File: src/sv/pmr_pkg.sv
// ----------------------------------------------------------------------------
// pmr_pkg
// Shared types and constants of the packet min/max/parity reducer.
// ----------------------------------------------------------------------------
package pmr_pkg;

  localparam int unsigned ByteW  = 8;
  localparam int unsigned CountW = 7;
  localparam int unsigned WordW  = 9;
  localparam int unsigned NWords = 4;

  // Where the stream parser stands.
  typedef enum logic [1:0] {
    PH_OPCODE = 2'd0,
    PH_COUNT  = 2'd1,
    PH_DATA   = 2'd2
  } phase_e;

  // Opcodes.
  localparam logic [ByteW-1:0] OP_MIN     = 8'd0;
  localparam logic [ByteW-1:0] OP_MAX     = 8'd1;
  localparam logic [ByteW-1:0] OP_ODD     = 8'd2;
  localparam logic [ByteW-1:0] OP_EVEN    = 8'd3;
  localparam logic [ByteW-1:0] OP_MINMAX  = 8'd4;
  localparam logic [ByteW-1:0] OP_ODDEVEN = 8'd5;
  localparam logic [ByteW-1:0] OP_EOS     = 8'hFF;

  // One finished packet: the words to send and the index of the last one.
  typedef struct packed {
    logic [NWords-1:0][WordW-1:0] words;
    logic [1:0]                   last_idx;
  } rec_t;

endpackage

File: src/sv/pmr_in_if.sv
// ----------------------------------------------------------------------------
// pmr_in_if
// Input byte channel: valid/ready handshake with one stream byte.
// ----------------------------------------------------------------------------
interface pmr_in_if;
  logic       valid;
  logic       ready;
  logic [7:0] in_byte;

  modport source (output valid, output in_byte, input ready);
  modport sink (input valid, input in_byte, output ready);
endinterface

File: src/sv/pmr_out_if.sv
// ----------------------------------------------------------------------------
// pmr_out_if
// Result channel: valid/ready handshake with one result word and its end flag.
// ----------------------------------------------------------------------------
interface pmr_out_if;
  logic              valid;
  logic              ready;
  logic signed [8:0] out_word;
  logic              is_last;

  modport source (output valid, output out_word, output is_last, input ready);
  modport sink (input valid, input out_word, input is_last, output ready);
endinterface

File: src/sv/pmr_reduce.sv
// ----------------------------------------------------------------------------
// pmr_reduce
// Stream parser and running reduction; builds the result words of a packet.
// ----------------------------------------------------------------------------
module pmr_reduce (
  input  logic                       clk_i,
  input  logic                       rst_ni,
  input  logic                       take_i,
  input  logic [pmr_pkg::ByteW-1:0]  byte_i,
  output logic                       fin_o,
  output pmr_pkg::rec_t              rec_o
);

  pmr_pkg::phase_e phase_q, phase_d;
  logic [pmr_pkg::ByteW-1:0]  op_q, op_d;
  logic [pmr_pkg::CountW-1:0] left_q, left_d;
  logic signed [pmr_pkg::ByteW-1:0] min_q, min_d, max_q, max_d;
  logic [pmr_pkg::CountW-1:0] odd_q, odd_d, even_q, even_d;

  logic signed [pmr_pkg::ByteW-1:0] val;
  logic                             first;
  logic                             empty_cnt;
  logic [pmr_pkg::CountW-1:0]       left_dec;
  logic                             fin;
  logic signed [pmr_pkg::ByteW-1:0] r_min, r_max;
  logic [pmr_pkg::CountW-1:0]       r_odd, r_even;

  assign val       = $signed(byte_i);
  assign first     = ({1'b0, odd_q} + {1'b0, even_q}) == '0;
  assign empty_cnt = (byte_i == '0) || byte_i[pmr_pkg::ByteW-1];
  assign left_dec  = left_q - 1'b1;

  // Next state of the parser.
  always_comb begin
    phase_d = phase_q;
    fin     = 1'b0;
    if (take_i) begin
      unique case (phase_q)
        pmr_pkg::PH_COUNT: begin
          if (empty_cnt) begin
            phase_d = pmr_pkg::PH_OPCODE;
            fin     = 1'b1;
          end else begin
            phase_d = pmr_pkg::PH_DATA;
          end
        end
        pmr_pkg::PH_DATA: begin
          if (left_dec == '0) begin
            phase_d = pmr_pkg::PH_OPCODE;
            fin     = 1'b1;
          end
        end
        default: begin
          // An end-of-stream marker leaves the parser waiting for an opcode.
          if (byte_i != pmr_pkg::OP_EOS) begin
            phase_d = pmr_pkg::PH_COUNT;
          end
        end
      endcase
    end
  end

  // Running reduction.
  always_comb begin
    op_d   = op_q;
    left_d = left_q;
    r_min  = min_q;
    r_max  = max_q;
    r_odd  = odd_q;
    r_even = even_q;
    if (take_i) begin
      unique case (phase_q)
        pmr_pkg::PH_COUNT: begin
          r_min  = '0;
          r_max  = '0;
          r_odd  = '0;
          r_even = '0;
          left_d = empty_cnt ? '0 : byte_i[pmr_pkg::CountW-1:0];
        end
        pmr_pkg::PH_DATA: begin
          if (first) begin
            r_min = val;
            r_max = val;
          end else begin
            if (val < min_q) r_min = val;
            if (val > max_q) r_max = val;
          end
          if (byte_i[0]) begin
            r_odd = odd_q + 1'b1;
          end else begin
            r_even = even_q + 1'b1;
          end
          left_d = left_dec;
        end
        default: begin
          if (byte_i != pmr_pkg::OP_EOS) begin
            op_d = byte_i;
          end
        end
      endcase
    end
    // A finished packet starts the next one from a clean slate.
    if (fin) begin
      min_d  = '0;
      max_d  = '0;
      odd_d  = '0;
      even_d = '0;
      left_d = '0;
    end else begin
      min_d  = r_min;
      max_d  = r_max;
      odd_d  = r_odd;
      even_d = r_even;
    end
  end

  // Result words of the packet that ends in this transfer.
  always_comb begin
    logic [pmr_pkg::WordW-1:0] w_min, w_max, w_odd, w_even;
    w_min  = {r_min[pmr_pkg::ByteW-1], r_min};
    w_max  = {r_max[pmr_pkg::ByteW-1], r_max};
    w_odd  = {2'b00, r_odd};
    w_even = {2'b00, r_even};
    rec_o.words[0] = {1'b0, op_q};
    rec_o.words[1] = '0;
    rec_o.words[2] = '0;
    rec_o.words[3] = '0;
    rec_o.last_idx = 2'd2;
    unique case (op_q)
      pmr_pkg::OP_MIN: begin
        rec_o.words[1] = pmr_pkg::WordW'(1);
        rec_o.words[2] = w_min;
      end
      pmr_pkg::OP_MAX: begin
        rec_o.words[1] = pmr_pkg::WordW'(1);
        rec_o.words[2] = w_max;
      end
      pmr_pkg::OP_ODD: begin
        rec_o.words[1] = pmr_pkg::WordW'(1);
        rec_o.words[2] = w_odd;
      end
      pmr_pkg::OP_EVEN: begin
        rec_o.words[1] = pmr_pkg::WordW'(1);
        rec_o.words[2] = w_even;
      end
      pmr_pkg::OP_MINMAX: begin
        rec_o.words[1] = pmr_pkg::WordW'(2);
        rec_o.words[2] = w_min;
        rec_o.words[3] = w_max;
        rec_o.last_idx = 2'd3;
      end
      pmr_pkg::OP_ODDEVEN: begin
        rec_o.words[1] = pmr_pkg::WordW'(2);
        rec_o.words[2] = w_odd;
        rec_o.words[3] = w_even;
        rec_o.last_idx = 2'd3;
      end
      default: begin
        // Unknown opcode: echo it and report no results.
        rec_o.last_idx = 2'd1;
      end
    endcase
  end

  assign fin_o = fin;

  always_ff @(posedge clk_i or negedge rst_ni) begin
    if (!rst_ni) begin
      phase_q <= pmr_pkg::PH_OPCODE;
      op_q    <= '0;
      left_q  <= '0;
      min_q   <= '0;
      max_q   <= '0;
      odd_q   <= '0;
      even_q  <= '0;
    end else begin
      phase_q <= phase_d;
      op_q    <= op_d;
      left_q  <= left_d;
      min_q   <= min_d;
      max_q   <= max_d;
      odd_q   <= odd_d;
      even_q  <= even_d;
    end
  end

endmodule

File: src/sv/pmr_emit.sv
// ----------------------------------------------------------------------------
// pmr_emit
// Holds finished packets and sends their words one transfer at a time.
// ----------------------------------------------------------------------------
module pmr_emit (
  input  logic                       clk_i,
  input  logic                       rst_ni,
  input  logic                       fin_i,
  input  pmr_pkg::rec_t              rec_i,
  output logic                       full_o,
  output logic                       valid_o,
  input  logic                       ready_i,
  output logic [pmr_pkg::WordW-1:0]  word_o,
  output logic                       last_o
);

  pmr_pkg::rec_t pend_q, cur_q;
  logic          pend_vld_q, pend_vld_d;
  logic          cur_vld_q, cur_vld_d;
  logic [1:0]    idx_q, idx_d;
  logic          cur_done;
  logic          load;

  assign valid_o  = cur_vld_q;
  assign word_o   = cur_q.words[idx_q];
  assign last_o   = (idx_q == cur_q.last_idx);
  assign cur_done = cur_vld_q && ready_i && last_o;
  assign load     = pend_vld_q && (!cur_vld_q || cur_done);
  // With the send register empty the held packet moves on at this edge, so the
  // holding register can take a new packet at the same time.
  assign full_o   = pend_vld_q && cur_vld_q;

  always_comb begin
    pend_vld_d = pend_vld_q;
    cur_vld_d  = cur_vld_q;
    idx_d      = idx_q;
    if (fin_i) begin
      pend_vld_d = 1'b1;
    end else if (load) begin
      pend_vld_d = 1'b0;
    end
    if (load) begin
      cur_vld_d = 1'b1;
      idx_d     = '0;
    end else if (cur_done) begin
      cur_vld_d = 1'b0;
      idx_d     = '0;
    end else if (cur_vld_q && ready_i) begin
      idx_d = idx_q + 1'b1;
    end
  end

  always_ff @(posedge clk_i or negedge rst_ni) begin
    if (!rst_ni) begin
      pend_vld_q <= 1'b0;
      cur_vld_q  <= 1'b0;
      idx_q      <= '0;
    end else begin
      pend_vld_q <= pend_vld_d;
      cur_vld_q  <= cur_vld_d;
      idx_q      <= idx_d;
    end
  end

  always_ff @(posedge clk_i) begin
    if (fin_i) pend_q <= rec_i;
    if (load) cur_q <= pend_q;
  end

endmodule

File: src/sv/packet_min_max_parity_reducer.sv
// ----------------------------------------------------------------------------
// packet_min_max_parity_reducer
// Parses opcode/count/data packets and reports min, max and parity counts.
//
// Channel   Dir  Payload               Transfer
// in_if     in   in_byte[7:0]          valid && ready
// out_if    out  out_word[8:0] signed, valid && ready
//                is_last
//
// One input byte per cycle is taken while the result slot is free; each byte
// updates the running state in the same cycle. A finished packet lands in a
// one-entry holding register, moves to the send register, and goes out as two
// to four words, one per cycle while out_if.ready is high. Input stalls only
// while both the holding and the send register are occupied.
// Reset clears all parser state and drops any pending words.
// ----------------------------------------------------------------------------
module packet_min_max_parity_reducer (
  input  logic       clk_i,
  input  logic       rst_ni,
  pmr_in_if.sink     in_if,
  pmr_out_if.source  out_if
);

  logic                          take;
  logic                          fin;
  pmr_pkg::rec_t                 rec;
  logic                          full;
  logic [pmr_pkg::WordW-1:0]     word;

  assign in_if.ready = !full;
  assign take        = in_if.valid && !full;

  pmr_reduce u_reduce (
    .clk_i  (clk_i),
    .rst_ni (rst_ni),
    .take_i (take),
    .byte_i (in_if.in_byte),
    .fin_o  (fin),
    .rec_o  (rec)
  );

  pmr_emit u_emit (
    .clk_i   (clk_i),
    .rst_ni  (rst_ni),
    .fin_i   (fin),
    .rec_i   (rec),
    .full_o  (full),
    .valid_o (out_if.valid),
    .ready_i (out_if.ready),
    .word_o  (word),
    .last_o  (out_if.is_last)
  );

  assign out_if.out_word = $signed(word);

endmodule

File: src/flat_wrapper.sv
// flat-port wrapper written by rule: the top's interface ports become plain ports
module packet_min_max_parity_reducer_flat 
  (clk_i, rst_ni, in_if_valid, in_if_in_byte, in_if_ready, out_if_valid, out_if_out_word, out_if_is_last, out_if_ready);
  pmr_in_if in_if_i ();
  pmr_out_if out_if_i ();
  input  logic clk_i;
  input  logic rst_ni;
  input wire logic [$bits(in_if_i.valid)-1:0] in_if_valid;
  input wire logic [$bits(in_if_i.in_byte)-1:0] in_if_in_byte;
  output wire logic [$bits(in_if_i.ready)-1:0] in_if_ready;
  output wire logic [$bits(out_if_i.valid)-1:0] out_if_valid;
  output wire logic [$bits(out_if_i.out_word)-1:0] out_if_out_word;
  output wire logic [$bits(out_if_i.is_last)-1:0] out_if_is_last;
  input wire logic [$bits(out_if_i.ready)-1:0] out_if_ready;
  assign in_if_i.valid = in_if_valid;
  assign in_if_i.in_byte = in_if_in_byte;
  assign in_if_ready = in_if_i.ready;
  assign out_if_valid = out_if_i.valid;
  assign out_if_out_word = out_if_i.out_word;
  assign out_if_is_last = out_if_i.is_last;
  assign out_if_i.ready = out_if_ready;
  packet_min_max_parity_reducer u_core (.clk_i(clk_i), .rst_ni(rst_ni), .in_if(in_if_i), .out_if(out_if_i));
endmodule
File: config.mk
export PLATFORM = sky130hd
export DESIGN_NAME = packet_min_max_parity_reducer_flat
export DESIGN_NICKNAME = d
export VERILOG_FILES = /design/src/sv/pmr_pkg.sv /design/src/sv/pmr_in_if.sv /design/src/sv/pmr_out_if.sv /design/src/sv/pmr_reduce.sv /design/src/sv/pmr_emit.sv /design/src/sv/packet_min_max_parity_reducer.sv /design/src/flat_wrapper.sv
export SDC_FILE = /design/constraint.sdc
export NUM_CORES = 1
export LEC_CHECK = 0
export ABC_AREA = 1
export CORE_ASPECT_RATIO = 1.4
export CORE_MARGIN = 1
export CORE_UTILIZATION = 50
export DETAILED_ROUTE_END_ITERATION = 10
export DONT_BUFFER_PORTS = 1
export PLACE_DENSITY = 0.75
export REMOVE_ABC_BUFFERS = 1
export SLEW_MARGIN = 20
export SYNTH_ARGS = -nofsm -noshare
export SYNTH_HDL_FRONTEND = slang
export SYNTH_SLANG_ARGS = --single-unit
File: constraint.sdc
create_clock -name clk_i -period 3.65 [get_ports clk_i]
set_clock_uncertainty 0.1 [all_clocks]
set_input_delay 0.1825 -clock clk_i [delete_from_list [all_inputs] [get_ports clk_i]]
set_output_delay 0.1825 -clock clk_i [all_outputs]
set_load 0.01 [all_outputs]
After elaboration in Yosys (flattened, before gate mapping)
Index checks and enable logic that the tools add are counted.

word-level totals
  bits in registers = 125
  bits in latches = 0
  RAM bits = 0
  memory bits (read-only) = 0
  input port bits = 12
  output and inout port bits = 12
  logic and storage cells = 106
  memories kept = 0

cells by class
  add/sub/neg operators = 5
  multiply operators = 0
  div/mod/pow operators = 0
  order comparisons = 3
  equality and inequality tests = 10
  shifts and indexed selects = 0
  muxes and demuxes = 42
  bitwise logic cells = 1
  reductions and logical operators = 25

operator list
  operator                                                               count
  18-bit one-hot mux with 6 select lines                                 1
  8-bit two-way mux                                                      8
  7-bit two-way mux                                                      9
  7-bit one-hot mux with 2 select lines                                  3
  8-bit one-hot mux with 2 select lines                                  2
  8-bit logical NOT                                                      3
  9-bit binary-select mux with 2-bit select                              1
  9-bit one-hot mux with 2 select lines                                  1
  8-bit by 2-bit equality test with 1-bit output, second input constant  2
  8-bit by 3-bit equality test with 1-bit output, second input constant  2
  7-bit by 1-bit adder with 7-bit output, second input constant          2
  2-bit two-way mux                                                      6
  9-bit two-way mux                                                      1
  3-bit nonzero test                                                     3
  7-bit by 7-bit adder with 8-bit output                                 1
  8-bit by 1-bit equality test with 1-bit output, second input constant  1
  8-bit greater-than comparator                                          1
  8-bit less-than comparator                                             1
  8-bit != test, second input constant                                   1
  2-bit one-hot mux with 2 select lines                                  2
  7-bit logical NOT                                                      1
  1-bit two-way mux                                                      7
  7-bit by 1-bit subtractor with 7-bit output, second input constant     1
  3-bit AND reduction                                                    2
  other kinds (15)                                                       24

Logic depth before layout (Yosys ltp)
  depth after elaboration = 7
  gate-level depth with buffers = 15
  mapped depth without buffers = 15

Cells and area by module
Synthesis repeated with hierarchy kept, for this count alone.

unflattened totals
  cell total of the unflattened synthesis = 666
  area total of the unflattened synthesis = 6373.6 µm²

modules (own cells, without submodules)
  module                         instances  cells an instance  area an instance (µm²)  sequential area each (µm²)
  pmr_reduce                     1          494                3564.7                  1176.1
  pmr_emit                       1          169                2795.2                  2382.3
  packet_min_max_parity_reducer  1          3                  13.8                    0.0

Least setup slack after synthesis
OpenSTA, ideal clock, no wires.

  kind = register to register
  from = register u_core.u_emit.cur_q[1] (netlist bit)
  to = register u_core.u_emit.cur_q[0] (netlist bit), enable pin
  library setup time = 425 ps
  arrival = 2570 ps
  data required time = 3125 ps
  setup slack = 555 ps
  cell stages (with the launch flop) = 5
  path buffers = 0
  period minus slack after synthesis = 3095 ps
  cells stage by stage = edfxtp_1 -> or2_2 -> a21oi_1 -> nand3_1 -> a21oi_1

on the way
  longest elaborated chain between the ends = 4

RTL lines
  item                      RTL line            text
  start, declared           pmr_emit.sv:17      pmr_pkg::rec_t pend_q, cur_q;
  start signal, assigned    pmr_emit.sv:67      if (load) cur_q <= pend_q;
  2-bit equality test       pmr_emit.sv:26      assign last_o = (idx_q == cur_q.last_idx);
  named net out_if_is_last  flat_wrapper.sv:13  output wire logic [$bits(out_if_i.is_last)-1:0] out_if_is_last;
  1-bit logical AND         pmr_emit.sv:27      assign cur_done = cur_vld_q && ready_i && last_o;
  1-bit logical OR          pmr_emit.sv:28      assign load = pend_vld_q && (!cur_vld_q || cur_done);
  1-bit logical AND         pmr_emit.sv:28

The timed path passes the listed nets, and every way through them passes these cells.
A chain may end at the register's enable or synchronous reset.

==> impl_metrics.csv <==
group,metric,value,unit
floorplan,rows,46,
critical_path,critPathArrivalTime,2.68,ns
layout,n_antenna_cell,0,
drt,num_vias,4400,
timing,drv_slew,0,
global_route,gr-max-usage-layer,"met2",
drt,routed_wl,13.0,mm
critical_path,path_max_fanout,12,
drt,via_per_inst,5.66,
global_route,use_met2,0.398,
clock_network,worst_skew_pair.late_latency,0.35,ns
power,power_leakage,2.74,nW
clock_network,numCtsBuffers,9,
critical_path,slowest_delay,0.44,ns
logic_synthesis,ys_seq_area_frac,0.510,
timing,fin_setup_tns,0,ns
logic_synthesis,yosysTopAreaCell,"edfxtp_1",
drt,drtIter0Drc,343,
layout,final_nets,669,
global_route,grt_pass1_vias,4368,
critical_path,critPathKind,"register to register",
power,power.density,686,mW/mm2
clock_network,cts_sinks,107,
critical_path,endpoint_kind,"register",
min_path,hold_path_class,"input pin to register",
timing,setup_viol,0,
timing,maxSlewHeadroom,0.442,
floorplan,coreArea,0.0113,mm2
power,power,0.00432,W
clock_network,clk_pin_slew,0.08,ns
layout,syn_to_final_growth,8.68,%
layout,final_layout_size_suffix_gt1_frac,0.126,
clock_network,cts_resized,0,
layout,fin_area,0.00630,mm2
logic_synthesis,yosys-top-cells-count,"127 x nand2_1, 56 x edfxtp_1, 56 x nor2_1",
global_route,grt_util_met1,0.258,
place,hpwl,9.59,mm
logic_synthesis,async_reset_ff_frac,0.477,
global_route,grt_pass1_wl,21.0,mm
logic_synthesis,synth_area_leaders,"edfxtp_1 29%, dfrtp_1 22%, nand2_1 8.2%",
logic_synthesis,syn_area_per_cell,9.38,um2
global_route,grt_start_max_net_pins,64,
place,io_buffers,0,
timing,period_minus_slack,2.67,ns
critical_path,crit_required,3.66,ns
logic_synthesis,syn_area,0.00580,mm2
logic_synthesis,synth-edff-count,56,
drt,first_pass_iters,5,
timing,worstMarginPinSlew,0.830,ns
global_route,grt-ovfl-total,0,
logic_synthesis,ys_types,55,
power,irDropWorstVdd,0.415,mV
global_route,grt_use_met3,0.0370,
timing,fmax,375,MHz
clock_network,htreeDepth,3,
outcome,status,"finished clean",
drt,ant_nets,0,
floorplan,die_area,0.0120,mm2
place,routabilityCongestion,0.946,
timing,hold_viol_final,0,
floorplan,die_h,129,um
global_route,grtUsageTotal,0.230,
logic_synthesis,synth.top_cell.area_share,0.290,
critical_path,critical_path.slowest_cell,"fa_1",
clock_network,root_buffer,"clkbuf_16",
drt,routedWlPerCell,16.8,um
floorplan,pin_count,24,
job,drv_cap,0,
timing,fin_crit_sh,0.731,
timing,rsz0062_at_grt,"no",
clock_network,cts_setup_buffers,0,
timing,whs,0.0127,ns
critical_path,cp-start-kind,"register",
logic_synthesis,synthFlopType,"edfxtp_1",
logic_synthesis,yosysMostFrequentCell,"nand2_1",
floorplan,die_w,93.0,um
clock_network,cts_buffer_depth,2,
floorplan,start_util,0.514,
global_route,antenna_found_initial,0,
logic_synthesis,ys_warn_count,0,
layout,final_core_util,0.558,
clock_network,cts_tree,"yes",
critical_path,path_cells,"ha_1 -> fa_1 -> nor2_1 -> nand4_1 -> nand3b_4 -> nand2_1 -> nand2_1 -> nand3_1 -> nand2_1 -> a21oi_1 -> nand2_1",
drt,route.detailed.drc,0,
logic_synthesis,ys_seq_elements,107,
place,post_dp_cell_area,0.00589,mm2
critical_path,crit_top_cell,"nand2_1",
logic_synthesis,syn_inst,618,
-- metal layers --
| layer | wire length (um) | share of wire |
|---|---|---|
| met1 | 4950 | 0.38 |
| met2 | 6510 | 0.50 |
| met3 | 723 | 0.056 |
| met5 | 0 | 0 |
| met4 | 832 | 0.064 |
-- report_power, final --
part / switching, W / internal, W
clock: 0.000466 / 0.000480
sequential: 0.000224 / 0.00155
combinational: 0.00109 / 0.000508
-- worst max-delay path, delay by kind of cell (launching register included) --
family / cells / cell delay, ns
AO/OA/AOI/OAI: 1 / 0.15
adder cells (fa/ha/maj): 2 / 0.69
AND/OR/NAND/NOR: 8 / 1.07
flip-flops: 1 / 0.43
-- final cells by class --
cell class,count,area [um2]
clock inverters,7,63.8
inverters,67,259
clock buffers,9,225
well taps,144,180
repair buffers,11,125
fillers,1014,4980
flip-flops and latches,107,2960
multi-input cells,432,2490
-- state kept, by name, indices dropped and copies added, names as in the netlist, 7 cells and up --
signal and flops:
u_core.u_emit.cur_q 28, u_core.u_emit.pend_q 28, u_core.u_reduce.max_q 8, u_core.u_reduce.min_q 8, u_core.u_reduce.op_q 8, u_core.u_reduce.even_q 7
u_core.u_reduce.left_q 7, u_core.u_reduce.odd_q 7
-- layout by cell type (no fill, tap or decap), types with 7 or more instances in the layout --
master	synthesis	routed
edfxtp_1	56	56
o21ai_0	40	40
nand2_1	127	127
nor2_1	56	56
nor2_2	12	12
nand4_1	18	18
clkbuf_16	0	9
o22ai_1	9	9
o21ai_1	7	7
nand3_1	45	45
inv_2	10	10
a21oi_1	24	23
ha_1	28	28
dlygate4sd3_1	0	9
inv_1	55	55
dfrtp_1	51	51
-- cell families (layout without fill, tap and decap cells) --
group	count (synthesis)	after routing	synth area share
AOI/OAI and AO/OA	98	98	0.0969
and+or+nand+nor	298	298	0.256
DFF	107	107	0.510
adders and majority gates	29	29	0.0639
buffers and inverters	79	94	0.0611
xor gates and xnor gates	7	7	0.0119
-- through the flow --
| stage | instances | setup slack (ns) |
|---|---|---|
| after floorplan | 606 | 0.471 |
| after global placement | 751 | 1.10 |
| after detailed placement | 751 | 1.02 |
| after CTS | 777 | 1.00 |
| after global routing | 777 | 0.813 |
| final | 777 | 0.982 |
-- what timing repair did --
action | 4_1_cts | 5_1_grt
hold buffers | 10 | 0
endpoints found under the setup margin | 0 | 0
hold endpoints to repair | 62 | 0
-- final timing paths --
| path | startpoint | to | slack (ns) | cells after the start |
|---|---|---|---|---|
| max in group asynchronous | rst_ni | u_core.u_reduce.left_q[6] | 2.97 | 2 |
| worst min register to register | u_core.u_emit.pend_q[24] | u_core.u_emit.cur_q[24] | 0.32 | 0 |
| worst min-delay path | out_if_ready | u_core.u_emit.valid_o | 0.01 | 3 |
| worst max-delay path | u_core.u_reduce.odd_q[0] | u_core.u_emit.pend_q[26] | 0.98 | 11 |
| worst max register to register | u_core.u_reduce.odd_q[0] | u_core.u_emit.pend_q[26] | 0.98 | 11 |
| min in group asynchronous | rst_ni | u_core.u_reduce.min_q[6] | 0.22 | 2 |
Note: power is estimated with default switching activity, not from simulation.
